===== config.mk =====
export PLATFORM = sky130hd
export DESIGN_NAME = key_click_hold_multi_classifier_top_flat
export DESIGN_NICKNAME = d
export VERILOG_FILES = /design/src/rtl/core/kchm_pkg.sv /design/src/rtl/core/kchm_if.sv /design/src/rtl/core/kchm_cfg.sv /design/src/rtl/core/kchm_key.sv /design/src/rtl/core/key_click_hold_multi_classifier_top.sv /design/src/flat_wrapper.sv
export SDC_FILE = /design/constraint.sdc
export NUM_CORES = 1
export LEC_CHECK = 0
export BUFFER_PORTS_ARGS = -buffer_cell sky130_fd_sc_hd__buf_4
export CAP_MARGIN = 30
export CORE_ASPECT_RATIO = 0.75
export CORE_UTILIZATION = 40
export DETAILED_ROUTE_END_ITERATION = 6
export SYNTH_ARGS = -nofsm -noshare
export SYNTH_HDL_FRONTEND = slang
export SYNTH_HIERARCHICAL = 1
export SYNTH_SLANG_ARGS = --single-unit

===== constraint.sdc =====
create_clock -name clk -period 5.8 [get_ports clk]
set_clock_uncertainty 0.05 [all_clocks]
set_input_delay 0 -clock clk [delete_from_list [all_inputs] [get_ports clk]]
set_output_delay 0 -clock clk [all_outputs]
set_load 0.01 [all_outputs]

===== src/rtl/core/kchm_pkg.sv =====
`default_nettype none

package kchm_pkg;

    localparam int KCHM_NUM_KEYS   = 4;
    localparam int KCHM_TIME_WIDTH = 16;

    localparam int TICK_INC_W  = 8;
    localparam int THRESH_W    = 16;
    localparam int CFG_DATA_W  = 16;
    localparam int CFG_INDEX_W = 2;

    localparam logic [TICK_INC_W-1:0] TICK_INC_RST     = 8'd10;
    localparam logic [THRESH_W-1:0]   PRESS_THR_RST    = 16'd20;
    localparam logic [THRESH_W-1:0]   HOLD_THR_RST     = 16'd1000;
    localparam logic [THRESH_W-1:0]   INTERVAL_THR_RST = 16'd300;

    typedef enum logic [CFG_INDEX_W-1:0] {
        REG_TICK_INC     = 2'd0,
        REG_PRESS_THR    = 2'd1,
        REG_HOLD_THR     = 2'd2,
        REG_INTERVAL_THR = 2'd3
    } cfg_reg_t;

    typedef struct packed {
        logic [TICK_INC_W-1:0] tick_inc;
        logic [THRESH_W-1:0]   press_thr;
        logic [THRESH_W-1:0]   hold_thr;
        logic [THRESH_W-1:0]   interval_thr;
    } cfg_t;

    typedef struct packed {
        logic press;
        logic hold;
        logic multi;
    } key_flags_t;

endpackage

`default_nettype wire


===== src/rtl/core/kchm_if.sv =====
`default_nettype none

interface kchm_in_if
    import kchm_pkg::*;
#(
    parameter int NUM_KEYS = KCHM_NUM_KEYS
) ();
    logic                valid;
    logic                ready;
    logic [NUM_KEYS-1:0] key_levels;

    modport source (output valid, output key_levels, input ready);
    modport sink   (input valid, input key_levels, output ready);
endinterface

interface kchm_out_if
    import kchm_pkg::*;
#(
    parameter int NUM_KEYS = KCHM_NUM_KEYS
) ();
    logic                valid;
    logic                ready;
    logic [NUM_KEYS-1:0] press_flags;
    logic [NUM_KEYS-1:0] hold_flags;
    logic [NUM_KEYS-1:0] multi_flags;

    modport source (output valid, output press_flags, output hold_flags,
                    output multi_flags, input ready);
    modport sink   (input valid, input press_flags, input hold_flags,
                    input multi_flags, output ready);
endinterface

`default_nettype wire


===== src/rtl/core/kchm_cfg.sv =====
`default_nettype none

module kchm_cfg
    import kchm_pkg::*;
(
    input  wire logic                   clk,
    input  wire logic                   rst_n,
    input  wire logic                   cfg_we,
    input  wire logic [CFG_INDEX_W-1:0] cfg_index,
    input  wire logic [CFG_DATA_W-1:0]  cfg_wdata,
    output cfg_t                        cfg
);

    cfg_t cfg_reg;

    always_ff @(posedge clk or negedge rst_n)
    begin
        if (!rst_n)
        begin
            cfg_reg.tick_inc     <= TICK_INC_RST;
            cfg_reg.press_thr    <= PRESS_THR_RST;
            cfg_reg.hold_thr     <= HOLD_THR_RST;
            cfg_reg.interval_thr <= INTERVAL_THR_RST;
        end
        else if (cfg_we)
        begin
            case (cfg_reg_t'(cfg_index))
                REG_TICK_INC:     cfg_reg.tick_inc     <= cfg_wdata[TICK_INC_W-1:0];
                REG_PRESS_THR:    cfg_reg.press_thr    <= cfg_wdata[THRESH_W-1:0];
                REG_HOLD_THR:     cfg_reg.hold_thr     <= cfg_wdata[THRESH_W-1:0];
                REG_INTERVAL_THR: cfg_reg.interval_thr <= cfg_wdata[THRESH_W-1:0];
                default: ;
            endcase
        end
    end

    assign cfg = cfg_reg;

endmodule

`default_nettype wire


===== src/rtl/core/kchm_key.sv =====
`default_nettype none

module kchm_key
    import kchm_pkg::*;
#(
    parameter int TIME_WIDTH = KCHM_TIME_WIDTH
)
(
    input  wire logic  clk,
    input  wire logic  rst_n,
    input  wire logic  step,
    input  wire logic  down,
    input  wire cfg_t  cfg,
    output key_flags_t flags
);

    localparam int CMP_W = (TIME_WIDTH > THRESH_W) ? TIME_WIDTH : THRESH_W;
    localparam logic [TIME_WIDTH-1:0] TIME_MAX = '1;

    typedef enum logic [2:0] {
        M_RELEASE  = 3'd0,
        M_DEBOUNCE = 3'd1,
        M_PRECLICK = 3'd2,
        M_INCLICK  = 3'd3,
        M_PRESS    = 3'd4,
        M_HOLD     = 3'd5,
        M_MULTI    = 3'd6
    } mode_t;

    mode_t                 mode_reg, mode_next;
    logic [TIME_WIDTH-1:0] held_reg, held_next;
    logic [TIME_WIDTH-1:0] gap_reg, gap_next;
    key_flags_t            seen_reg, seen_next;

    logic [TIME_WIDTH-1:0] held_base;
    logic [TIME_WIDTH:0]   held_sum;
    logic [TIME_WIDTH:0]   gap_sum;
    logic [TIME_WIDTH:0]   inc_ext;
    logic [CMP_W-1:0]      held_c, gap_c, press_c, hold_c, interval_c;
    logic                  above_press, above_hold, below_hold, gap_open;

    always_comb
    begin
        inc_ext   = (TIME_WIDTH+1)'(cfg.tick_inc);
        // debounce and hold keep the hold time across a release
        held_base = (!down && mode_reg != M_DEBOUNCE && mode_reg != M_HOLD) ?
                    '0 : held_reg;
        held_sum  = {1'b0, held_base} + inc_ext;
        gap_sum   = {1'b0, gap_reg} + inc_ext;

        if (down)
            held_next = held_sum[TIME_WIDTH] ? TIME_MAX : held_sum[TIME_WIDTH-1:0];
        else
            held_next = held_base;

        if (mode_reg == M_PRECLICK || mode_reg == M_INCLICK)
            gap_next = gap_sum[TIME_WIDTH] ? TIME_MAX : gap_sum[TIME_WIDTH-1:0];
        else
            gap_next = '0;

        held_c      = CMP_W'(held_next);
        gap_c       = CMP_W'(gap_next);
        press_c     = CMP_W'(cfg.press_thr);
        hold_c      = CMP_W'(cfg.hold_thr);
        interval_c  = CMP_W'(cfg.interval_thr);
        above_press = held_c > press_c;
        above_hold  = held_c > hold_c;
        below_hold  = held_c < hold_c;
        gap_open    = gap_c < interval_c;

        mode_next = mode_reg;
        seen_next = seen_reg;
        case (mode_reg)
            M_DEBOUNCE:
            begin
                if (!down)
                    mode_next = (above_press && below_hold) ? M_PRECLICK : M_RELEASE;
                else if (above_hold)
                    mode_next = M_HOLD;
            end
            M_PRECLICK:
            begin
                if (!gap_open)
                    mode_next = M_PRESS;
                else if (above_press)
                    mode_next = M_MULTI;
            end
            M_INCLICK:
            begin
                if (!gap_open)
                begin
                    seen_next.multi = 1'b1;
                    mode_next       = M_RELEASE;
                end
                else if (above_press)
                    mode_next = M_MULTI;
            end
            M_PRESS:
            begin
                seen_next.press = 1'b1;
                if (!down)
                    mode_next = M_RELEASE;
            end
            M_HOLD:
            begin
                if (!down)
                begin
                    seen_next.hold = 1'b1;
                    mode_next      = M_RELEASE;
                end
            end
            M_MULTI:
            begin
                if (!down)
                    mode_next = M_INCLICK;
            end
            default:
            begin
                // release, and the unused code
                seen_next = '0;
                mode_next = down ? M_DEBOUNCE : M_RELEASE;
            end
        endcase
    end

    always_ff @(posedge clk or negedge rst_n)
    begin
        if (!rst_n)
        begin
            mode_reg <= M_RELEASE;
            held_reg <= '0;
            gap_reg  <= '0;
            seen_reg <= '0;
        end
        else if (step)
        begin
            mode_reg <= mode_next;
            held_reg <= held_next;
            gap_reg  <= gap_next;
            seen_reg <= seen_next;
        end
    end

    assign flags = seen_reg;

endmodule

`default_nettype wire


===== src/rtl/core/key_click_hold_multi_classifier_top.sv =====
// Key click / hold / multi-click classifier.
//
// keys  : one item per scan tick, key_levels bit i is the raw level of key i
//         (low means pressed). Accepted when keys.valid and keys.ready are high.
// flags : one item per scan tick with per-key press, hold and multi flags as
//         they stand after that tick's update.
// cfg   : write port (cfg_we, cfg_index, cfg_wdata) for tick increment and the
//         press, hold and interval thresholds; write only while idle.
//
// An accepted item passes through the input register, then through the per-key
// state update into the flag registers, before flags.valid goes high.
// Throughput is one item per cycle while flags.ready is high; the input
// register and the flag registers form a two-stage pipeline, so an item is
// taken while a result waits. When flags.ready is low the result holds and
// one more item is taken into the input register, after which keys.ready drops.
// Reset puts every key in release with zero timers and clear flags, and loads
// the registers with increment 10 and thresholds 20, 1000 and 300.
`default_nettype none

module key_click_hold_multi_classifier_top
    import kchm_pkg::*;
#(
    parameter int NUM_KEYS   = KCHM_NUM_KEYS,
    parameter int TIME_WIDTH = KCHM_TIME_WIDTH
)
(
    input  wire logic                   clk,
    input  wire logic                   rst_n,
    kchm_in_if.sink                     keys,
    kchm_out_if.source                  flags,
    input  wire logic                   cfg_we,
    input  wire logic [CFG_INDEX_W-1:0] cfg_index,
    input  wire logic [CFG_DATA_W-1:0]  cfg_wdata
);

    cfg_t                cfg;
    logic                in_valid_reg;
    logic [NUM_KEYS-1:0] levels_reg;
    logic                out_valid_reg;
    logic                advance;
    key_flags_t          key_flags [NUM_KEYS];

    kchm_cfg u_cfg (
        .clk       (clk),
        .rst_n     (rst_n),
        .cfg_we    (cfg_we),
        .cfg_index (cfg_index),
        .cfg_wdata (cfg_wdata),
        .cfg       (cfg)
    );

    assign advance    = in_valid_reg && (!out_valid_reg || flags.ready);
    assign keys.ready = !in_valid_reg || advance;

    always_ff @(posedge clk or negedge rst_n)
    begin
        if (!rst_n)
        begin
            in_valid_reg  <= 1'b0;
            out_valid_reg <= 1'b0;
        end
        else
        begin
            if (keys.ready)
                in_valid_reg <= keys.valid;
            if (advance)
                out_valid_reg <= 1'b1;
            else if (flags.ready)
                out_valid_reg <= 1'b0;
        end
    end

    always_ff @(posedge clk)
    begin
        if (keys.valid && keys.ready)
            levels_reg <= keys.key_levels;
    end

    for (genvar k = 0; k < NUM_KEYS; k++)
    begin : g_key
        kchm_key #(
            .TIME_WIDTH (TIME_WIDTH)
        ) u_key (
            .clk   (clk),
            .rst_n (rst_n),
            .step  (advance),
            .down  (!levels_reg[k]),
            .cfg   (cfg),
            .flags (key_flags[k])
        );

        assign flags.press_flags[k] = key_flags[k].press;
        assign flags.hold_flags[k]  = key_flags[k].hold;
        assign flags.multi_flags[k] = key_flags[k].multi;
    end

    assign flags.valid = out_valid_reg;

    // a key reports at most one kind of event at a time
    a_one_event_per_key: assert property (@(posedge clk) disable iff (!rst_n)
        ((flags.press_flags & flags.hold_flags) == '0) &&
        ((flags.press_flags & flags.multi_flags) == '0) &&
        ((flags.hold_flags & flags.multi_flags) == '0))
        else $error("key reports more than one event");

    a_result_from_input: assert property (@(posedge clk) disable iff (!rst_n)
        $rose(out_valid_reg) |-> $past(in_valid_reg))
        else $error("result without a staged item");

    a_drain: assert property (@(posedge clk) disable iff (!rst_n)
        out_valid_reg && flags.ready && !in_valid_reg |=> !out_valid_reg)
        else $error("result repeated after hand-off");

    a_stage_holds: assert property (@(posedge clk) disable iff (!rst_n)
        in_valid_reg && !advance |=> in_valid_reg && $stable(levels_reg))
        else $error("staged item lost under stall");

endmodule

`default_nettype wire


===== src/flat_wrapper.sv =====
// flat-port wrapper written by rule: the top's interface ports become plain ports
module key_click_hold_multi_classifier_top_flat import kchm_pkg::*;
#(
    parameter int NUM_KEYS   = KCHM_NUM_KEYS,
    parameter int TIME_WIDTH = KCHM_TIME_WIDTH
)
  (clk, rst_n, cfg_we, cfg_index, cfg_wdata, keys_valid, keys_key_levels, keys_ready, flags_valid, flags_press_flags, flags_hold_flags, flags_multi_flags, flags_ready);
  kchm_in_if #(.NUM_KEYS(NUM_KEYS)) keys_i ();
  kchm_out_if #(.NUM_KEYS(NUM_KEYS)) flags_i ();
  input  wire logic clk;
  input  wire logic rst_n;
  input  wire logic cfg_we;
  input  wire logic [CFG_INDEX_W-1:0] cfg_index;
  input  wire logic [CFG_DATA_W-1:0] cfg_wdata;
  input wire logic [$bits(keys_i.valid)-1:0] keys_valid;
  input wire logic [$bits(keys_i.key_levels)-1:0] keys_key_levels;
  output wire logic [$bits(keys_i.ready)-1:0] keys_ready;
  output wire logic [$bits(flags_i.valid)-1:0] flags_valid;
  output wire logic [$bits(flags_i.press_flags)-1:0] flags_press_flags;
  output wire logic [$bits(flags_i.hold_flags)-1:0] flags_hold_flags;
  output wire logic [$bits(flags_i.multi_flags)-1:0] flags_multi_flags;
  input wire logic [$bits(flags_i.ready)-1:0] flags_ready;
  assign keys_i.valid = keys_valid;
  assign keys_i.key_levels = keys_key_levels;
  assign keys_ready = keys_i.ready;
  assign flags_valid = flags_i.valid;
  assign flags_press_flags = flags_i.press_flags;
  assign flags_hold_flags = flags_i.hold_flags;
  assign flags_multi_flags = flags_i.multi_flags;
  assign flags_i.ready = flags_ready;
  key_click_hold_multi_classifier_top #(.NUM_KEYS(NUM_KEYS), .TIME_WIDTH(TIME_WIDTH)) u_core (.clk(clk), .rst_n(rst_n), .keys(keys_i), .flags(flags_i), .cfg_we(cfg_we), .cfg_index(cfg_index), .cfg_wdata(cfg_wdata));
endmodule

; Word-level counts from Yosys, hierarchy flattened
; Cells that the tools add are included.
[totals]
register_bits = 214
in_bits = 27
out_inout_bits = 14
[classes]
addsub = 8
magnitude_cmp = 16
n_eq_ne = 55
mux = 82
bitwise = 12
n_reduce_logical = 60
[ops]
columns = cell, count
row1 = 2-to-1 mux 16 bit, 20
row2 = adder 16 x 8 -> 17 bit, 8
row3 = greater-than comparator 16 bit, 8
row4 = less-than comparator 16 bit, 8
row5 = 2-to-1 mux 3 bit, 28
row6 = case mux 3 bit (5 select lines), 4
row7 = OR reduction 5 bit, 12
row8 = "== test 3 bit, second input constant", 12
row9 = "== test 3 x 2 -> 1 bit, second input constant", 8
row10 = "!= test 2 x 1 -> 1 bit, second input constant", 12
row11 = case mux 1 bit (2 select lines), 12
row12 = AND reduction 3 bit, 8
row13 = AND reduction 2 bit, 8
row14 = AND reduction 4 bit, 4
row15 = logical AND 1 bit, 14
row16 = 2-to-1 mux 1 bit, 14
row17 = "== test 3 x 1 -> 1 bit, second input constant", 4
row18 = "!= test 3 x 1 -> 1 bit, second input constant", 4
row19 = "!= test 3 x 2 -> 1 bit, second input constant", 4
row20 = "!= test 3 bit, second input constant", 4
row21 = NOT 1 bit, 12
row22 = 2-to-1 mux 2 bit, 4
row23 = "!= test 2 bit, second input constant", 4
row24 = OR reduction 2 bit, 4
row25 = 6 further kinds, 13

; Logic depth before layout (Yosys ltp)
[logic_depth]
depth_word = 12
ltp_mapped = 24
ltp_nobuf = 22

; Cells and area by module
; The synthesis kept the hierarchy.
[by_module_without_submodules]
columns = mod, n_inst, cells_per_inst, area_each_um2, seq_area_each_um2
row1 = kchm_key at u_core.g_key[0].u_key ..., 2, 556, 4337.9, 950.9
row2 = kchm_key at u_core.g_key[1].u_key, 1, 528, 4393.0, 950.9
row3 = kchm_key at u_core.g_key[3].u_key, 1, 554, 4361.7, 950.9
row4 = kchm_cfg, 1, 119, 2127.0, 1418.9
row5 = key_click_hold_multi_classifier_top, 1, 16, 239.0, 170.2

; Least setup slack after synthesis
; Ideal clock, no wire load.
[synth_path]
path_type = flip-flop to flip-flop
from = register u_core.g_key[3].u_key.mode_reg[1]
to = register u_core.g_key[3].u_key.mode_reg[0]
setup_ns = 0.082
arrival_time_ns = 4.801
required_ns = 5.668
setup_slack_ns = 0.867
path_stages_with_launch = 22
synth_period_minus_slack_ns = 4.933
path_cell_list = dfrtp_1 buf_2 and2b_1 nor2_1 clkbuf_1 nor2_1 ha_1 a211oi_1 o21ai_0 a41o_1 a311oi_1 o21bai_1 a31o_2 o22ai_1 ha_1 a211oi_1 o21bai_1 a21o_1 a2111oi_0 o22ai_1 or4_1 a31oi_1
[synth_between]
elab_chain_len = 11
[synth_rtl]
columns = element, line_no
row1 = start: declaration, kchm_key.sv:30  ; mode_t mode_reg, mode_next;
row2 = start signal: assignment, kchm_key.sv:137  ; mode_reg <= mode_next;
row3 = != test 3 x 1 -> 1 bit, kchm_key.sv:46  ; held_base = (!down && mode_reg != M_DEBOUNCE && mode_reg != M_HOLD) ?
row4 = logical AND 1 bit, kchm_key.sv:46
row5 = logical AND 1 bit *, kchm_key.sv:46
row6 = 2-to-1 mux 16 bit *, kchm_key.sv:46
row7 = adder 16 x 8 -> 17 bit, kchm_key.sv:48  ; held_sum = {1'b0, held_base} + inc_ext;
row8 = 2-to-1 mux 16 bit, kchm_key.sv:52  ; held_next = held_sum[TIME_WIDTH] ? TIME_MAX : held_sum[TIME_WIDTH-1:0];
row9 = 2-to-1 mux 16 bit *, kchm_key.sv:51  ; if (down)
row10 = named net u_core.g_key[3].u_key.held_c[9], kchm_key.sv:39  ; logic [CMP_W-1:0] held_c, gap_c, press_c, hold_c, interval_c;
row11 = greater-than comparator 16 bit, kchm_key.sv:66  ; above_press = held_c > press_c;
row12 = 2-to-1 mux 3 bit, -
row13 = "2-to-1 mux 3 bit, on equally long branches", "kchm_key.sv:90, kchm_key.sv:83"
row14 = case mux 3 bit (5 select lines), kchm_key.sv:73  ; case (mode_reg)
; Mark *: on every way through the listed nets, which the timed path passes. The rest lies on a longest branch.
; A chain may end at the register's enable or synchronous reset.

; Worst setup path after layout
[layout_path]
from = register u_core.g_key[0].u_key.mode_reg[1]
to = register u_core.g_key[0].u_key.mode_reg[2]
[layout_between]
elab_chain_len = 11
[layout_rtl]
columns = element, line_no
row1 = start: declaration, kchm_key.sv:30
row2 = start signal: assignment, kchm_key.sv:137
row3 = != test 3 x 1 -> 1 bit, kchm_key.sv:46
row4 = logical AND 1 bit, kchm_key.sv:46
row5 = logical AND 1 bit *, kchm_key.sv:46
row6 = 2-to-1 mux 16 bit *, kchm_key.sv:46
row7 = adder 16 x 8 -> 17 bit, kchm_key.sv:48
row8 = 2-to-1 mux 16 bit, kchm_key.sv:52
row9 = 2-to-1 mux 16 bit *, kchm_key.sv:51
row10 = named net u_core.g_key[0].u_key.held_c[9], kchm_key.sv:39
row11 = greater-than comparator 16 bit, kchm_key.sv:66
row12 = 2-to-1 mux 3 bit, -
row13 = "2-to-1 mux 3 bit, on equally long branches", "kchm_key.sv:90, kchm_key.sv:83"
row14 = case mux 3 bit (5 select lines), kchm_key.sv:73
; Marked as above.

==> flow_metrics.tcl <==
set metrics [dict create \
    fin_crit_ns 5.41 \
    power.density_nw_per_um2 388 \
    cts-buffers-inserted 25 \
    grt_antenna_before_repair 1 \
    gr-total-overflow 0 \
    grt_max_degree 142 \
    slew_viol_final 0 \
    final_common_cell "sky130_fd_sc_hd__inv_1" \
    num_rows 70 \
    ctsRootBufferMaster "sky130_fd_sc_hd__clkbuf_16" \
    drt_first_pass_iters 7 \
    final-instance-count-excl-fill 3041 \
    h_tree_level_count 1 \
    finalWorstSetupSlack_ns 0.393 \
    timing.hold.worst.class "input pin to asynchronous set/reset pin" \
    die_w_um 259 \
    slew_headroom_pct 34.7 \
    io_buffers 40 \
    drc 0 \
    ir_drop_mv 0.220 \
    postLayoutCoreUtil_pct 45.2 \
    die_h_um 195 \
    synth_sequential_area_ratio_pct 27.2 \
    layout_worst_path_cycle_share_pct 93.2 \
    starting_density_of_the_core_pct 40.6 \
    clock_sinks 214 \
    core_area_um2 48800 \
    reg2reg_setup_slack_ns 0.39 \
    combined_area_of_all_synthesized_cells_um2 19800 \
    worstReg2RegStart "u_core/g_key[0].u_key/mode_reg[1]" \
    viasPerCell 5.90 \
    crit_path_end_kind "flip-flop" \
    synth-main-ff-cell "sky130_fd_sc_hd__dfrtp_1" \
    outcome "finished, final reports clean" \
    ys_async_sr_fraction_pct 98.1 \
    top_area_cell_type_share_of_the_netlist_area_pct 24.8 \
    worst-setup-path-type "flip-flop to flip-flop" \
    cts_max_path_buffers 3 \
    io-pin-count 41 \
    worst_ep_required_time_ns 6.21 \
    critical_path.startpoint_type "flip-flop" \
    setup_viol 0 \
    via_count 17900 \
    syn-num-nets 2611 \
    ant_nets 0 \
    routed_wl_um 61700 \
    routed_wire_length_per_instance_um 20.3 \
    area_growth_syn_to_layout_pct 11.4 \
    place_ws_ns 0.432 \
    design.final.nets 2656 \
    crit_fanout 13 \
    hold_viol_final 0 \
    holdWs_ns 0.0125 \
    gpl.final_weighted_congestion 0.930 \
    first_iter_violations 1613 \
    critPathLaunch "u_core/g_key[0].u_key/mode_reg[1]" \
    global_route_wire_length_before_repair_um 96600 \
    synth.largest_area_cell "sky130_fd_sc_hd__dfrtp_1" \
    die_area_um2 50400 \
    globalRouteTotalUtil_pct 24.3 \
    syn-instance-count 2329 \
    achievable-frequency_mhz 185 \
    clk_transition_reported_paths_ns 0.06 \
    worst_ep_arrival_time_ns 5.81 \
    commonest_cells_after_routing_fill_and_taps_aside "sky130_fd_sc_hd__inv_1, sky130_fd_sc_hd__ha_1, sky130_fd_sc_hd__dfrtp_1" \
    cap_violations 0 \
    insertedDiodeCount 0 \
    synth_cell_type_count 101 \
    average_footprint_of_a_synthesized_cell_um2 8.50 \
    layout-drive-gt1-share_pct 13.0 \
    grt_pass1_vias 17100 \
    synth_warnings 6 \
    tightest_pin_transition_ns 0.978 \
    synth.ff_latch_count 214 \
    detailed_place_hpwl_um 45700 \
    synth-edff-count 4 \
    yosys-top-cells-area "sky130_fd_sc_hd__dfrtp_1, sky130_fd_sc_hd__ha_1, sky130_fd_sc_hd__mux2_2, sky130_fd_sc_hd__inv_1, sky130_fd_sc_hd__a21oi_1" \
    cts_tree "built" \
    setup_tns_ns 0 \
    total_leakage_power_nw 10.3 \
    worst_skew_pair.late_latency_ns 0.58 \
    reg2reg_depth 22 \
    dpl.cell_count 2965 \
    reg2reg_to "u_core/g_key[0].u_key/mode_reg[2]" \
]
==> how the worst max path moves through the flow <==
stage                                                    to  slack, ns  depth (start not counted)
after global placement    u_core/g_key[0].u_key/mode_reg[2]       0.55                         21
after global routing      u_core/g_key[2].u_key/mode_reg[2]     -0.008                         22
final                     u_core/g_key[0].u_key/mode_reg[2]       0.39                         22
after CTS                 u_core/g_key[0].u_key/mode_reg[2]       0.39                         21
after detailed placement  u_core/g_key[0].u_key/mode_reg[2]       0.43                         19
after floorplan           u_core/g_key[3].u_key/mode_reg[0]       0.87                         21
==> per-stage QoR <==
step                total power, mW  instance area, um^2
floorplan                      5.50                19800
global placement               6.58                20800
detailed placement             6.71                20800
CTS                            8.52                22000
global route                   9.23                22000
finish                         8.55                22000
==> Yosys cell counts, types with 8 or more instances <==
cell type and instances:
sky130_fd_sc_hd__nand3_1 52, sky130_fd_sc_hd__buf_2 9, sky130_fd_sc_hd__o211a_1 8, sky130_fd_sc_hd__o21bai_1 13
sky130_fd_sc_hd__xor2_1 25, sky130_fd_sc_hd__o21a_1 34, sky130_fd_sc_hd__nor4_1 14, sky130_fd_sc_hd__a21oi_1 173
sky130_fd_sc_hd__fa_1 8, sky130_fd_sc_hd__xnor2_1 33, sky130_fd_sc_hd__o31ai_1 13, sky130_fd_sc_hd__nor3_1 62
sky130_fd_sc_hd__o2bb2ai_1 13, sky130_fd_sc_hd__dfstp_2 14, sky130_fd_sc_hd__nand2b_1 24, sky130_fd_sc_hd__o211ai_1 20
sky130_fd_sc_hd__ha_1 247, sky130_fd_sc_hd__o21ai_1 16, sky130_fd_sc_hd__inv_1 254, sky130_fd_sc_hd__nor2b_1 20
sky130_fd_sc_hd__and3_1 13, sky130_fd_sc_hd__o22ai_1 16, sky130_fd_sc_hd__mux2_2 105, sky130_fd_sc_hd__nand2_1 163
sky130_fd_sc_hd__and4_1 9, sky130_fd_sc_hd__a31o_2 10, sky130_fd_sc_hd__o21ai_0 133, sky130_fd_sc_hd__a31oi_1 45
sky130_fd_sc_hd__o22a_1 14, sky130_fd_sc_hd__a41o_1 8, sky130_fd_sc_hd__a211oi_1 28, sky130_fd_sc_hd__or4_1 10
sky130_fd_sc_hd__nor2_1 166, sky130_fd_sc_hd__clkbuf_1 65, sky130_fd_sc_hd__nand4_1 49, sky130_fd_sc_hd__a21o_1 36
sky130_fd_sc_hd__and2_1 37, sky130_fd_sc_hd__or2_2 11, sky130_fd_sc_hd__dfrtp_1 196, sky130_fd_sc_hd__o2111ai_1 8
==> metal layers <==
metal,vias up,track usage [%],routed length [um],share of wire (%)
met2,558,36.7,26600,43
met5,-,0,0,0
met1,8749,36.8,30500,49
met3,61,3.09,3600,5.8
met4,0,4.56,1050,1.7
li1,8581,-,-,-
==> cells by family (layout without fill, tap and decap cells) <==
group / after synthesis / after routing / synth area share [%]
buffers and inverters: 337 / 401 / 6.59
XOR/XNOR: 58 / 58 / 2.57
multiplexers: 113 / 113 / 6.40
flip-flops: 214 / 214 / 27.2
adder cells (fa/ha/maj): 257 / 257 / 16.5
AO/OA/AOI/OAI: 678 / 678 / 23.3
AND/OR/NAND/NOR: 672 / 672 / 17.4
==> worst max-delay path, cell delays in order, from the launching register on <==
cell and delay [ns]:
sky130_fd_sc_hd__dfrtp_1 0.52, sky130_fd_sc_hd__nand2b_1 0.27, sky130_fd_sc_hd__nand2b_1 0.09, sky130_fd_sc_hd__buf_4 0.19
sky130_fd_sc_hd__and2_1 0.17, sky130_fd_sc_hd__ha_1 0.19, sky130_fd_sc_hd__inv_1 0.06, sky130_fd_sc_hd__fa_1 0.41
sky130_fd_sc_hd__nor2b_1 0.17, sky130_fd_sc_hd__nor3_1 0.09, sky130_fd_sc_hd__o21ai_4 0.20, sky130_fd_sc_hd__a311oi_4 0.19
sky130_fd_sc_hd__nor4_1 0.53, sky130_fd_sc_hd__a21oi_1 0.11, sky130_fd_sc_hd__o31ai_1 0.19, sky130_fd_sc_hd__ha_1 0.36
sky130_fd_sc_hd__a211oi_1 0.26, sky130_fd_sc_hd__o21a_1 0.15, sky130_fd_sc_hd__o21ai_0 0.09, sky130_fd_sc_hd__o32a_1 0.37
sky130_fd_sc_hd__a21boi_0 0.32, sky130_fd_sc_hd__o21ai_0 0.15, sky130_fd_sc_hd__o211a_1 0.14
==> cell type report <==
cell class                 instances  area, um^2
clock buffer                      34         721
fill                            4751       26700
clock inverter                    12         159
sequential                       214        5390
multi-input combinational       1778       13100
tap                              648         811
inverter                         255         957
timing repair buffer             100         876
==> power by group <==
part | switching (mW) | leakage (nW) | total [mW] | internal, mW
Clock | 0.724 | 0.430 | 1.74 | 1.01
Sequential | 0.508 | 2.73 | 2.34 | 1.83
Combinational | 2.64 | 7.13 | 4.48 | 1.84
==> what timing repair did <==
action | in CTS | in global routing
buffers inserted | 0 | 3
endpoints found under the hold margin | 135 | 0
setup endpoints to repair | 0 | 3
gates resized for setup | 0 | 6
hold buffers | 27 | 0
Power figures use the tool's default switching activity.
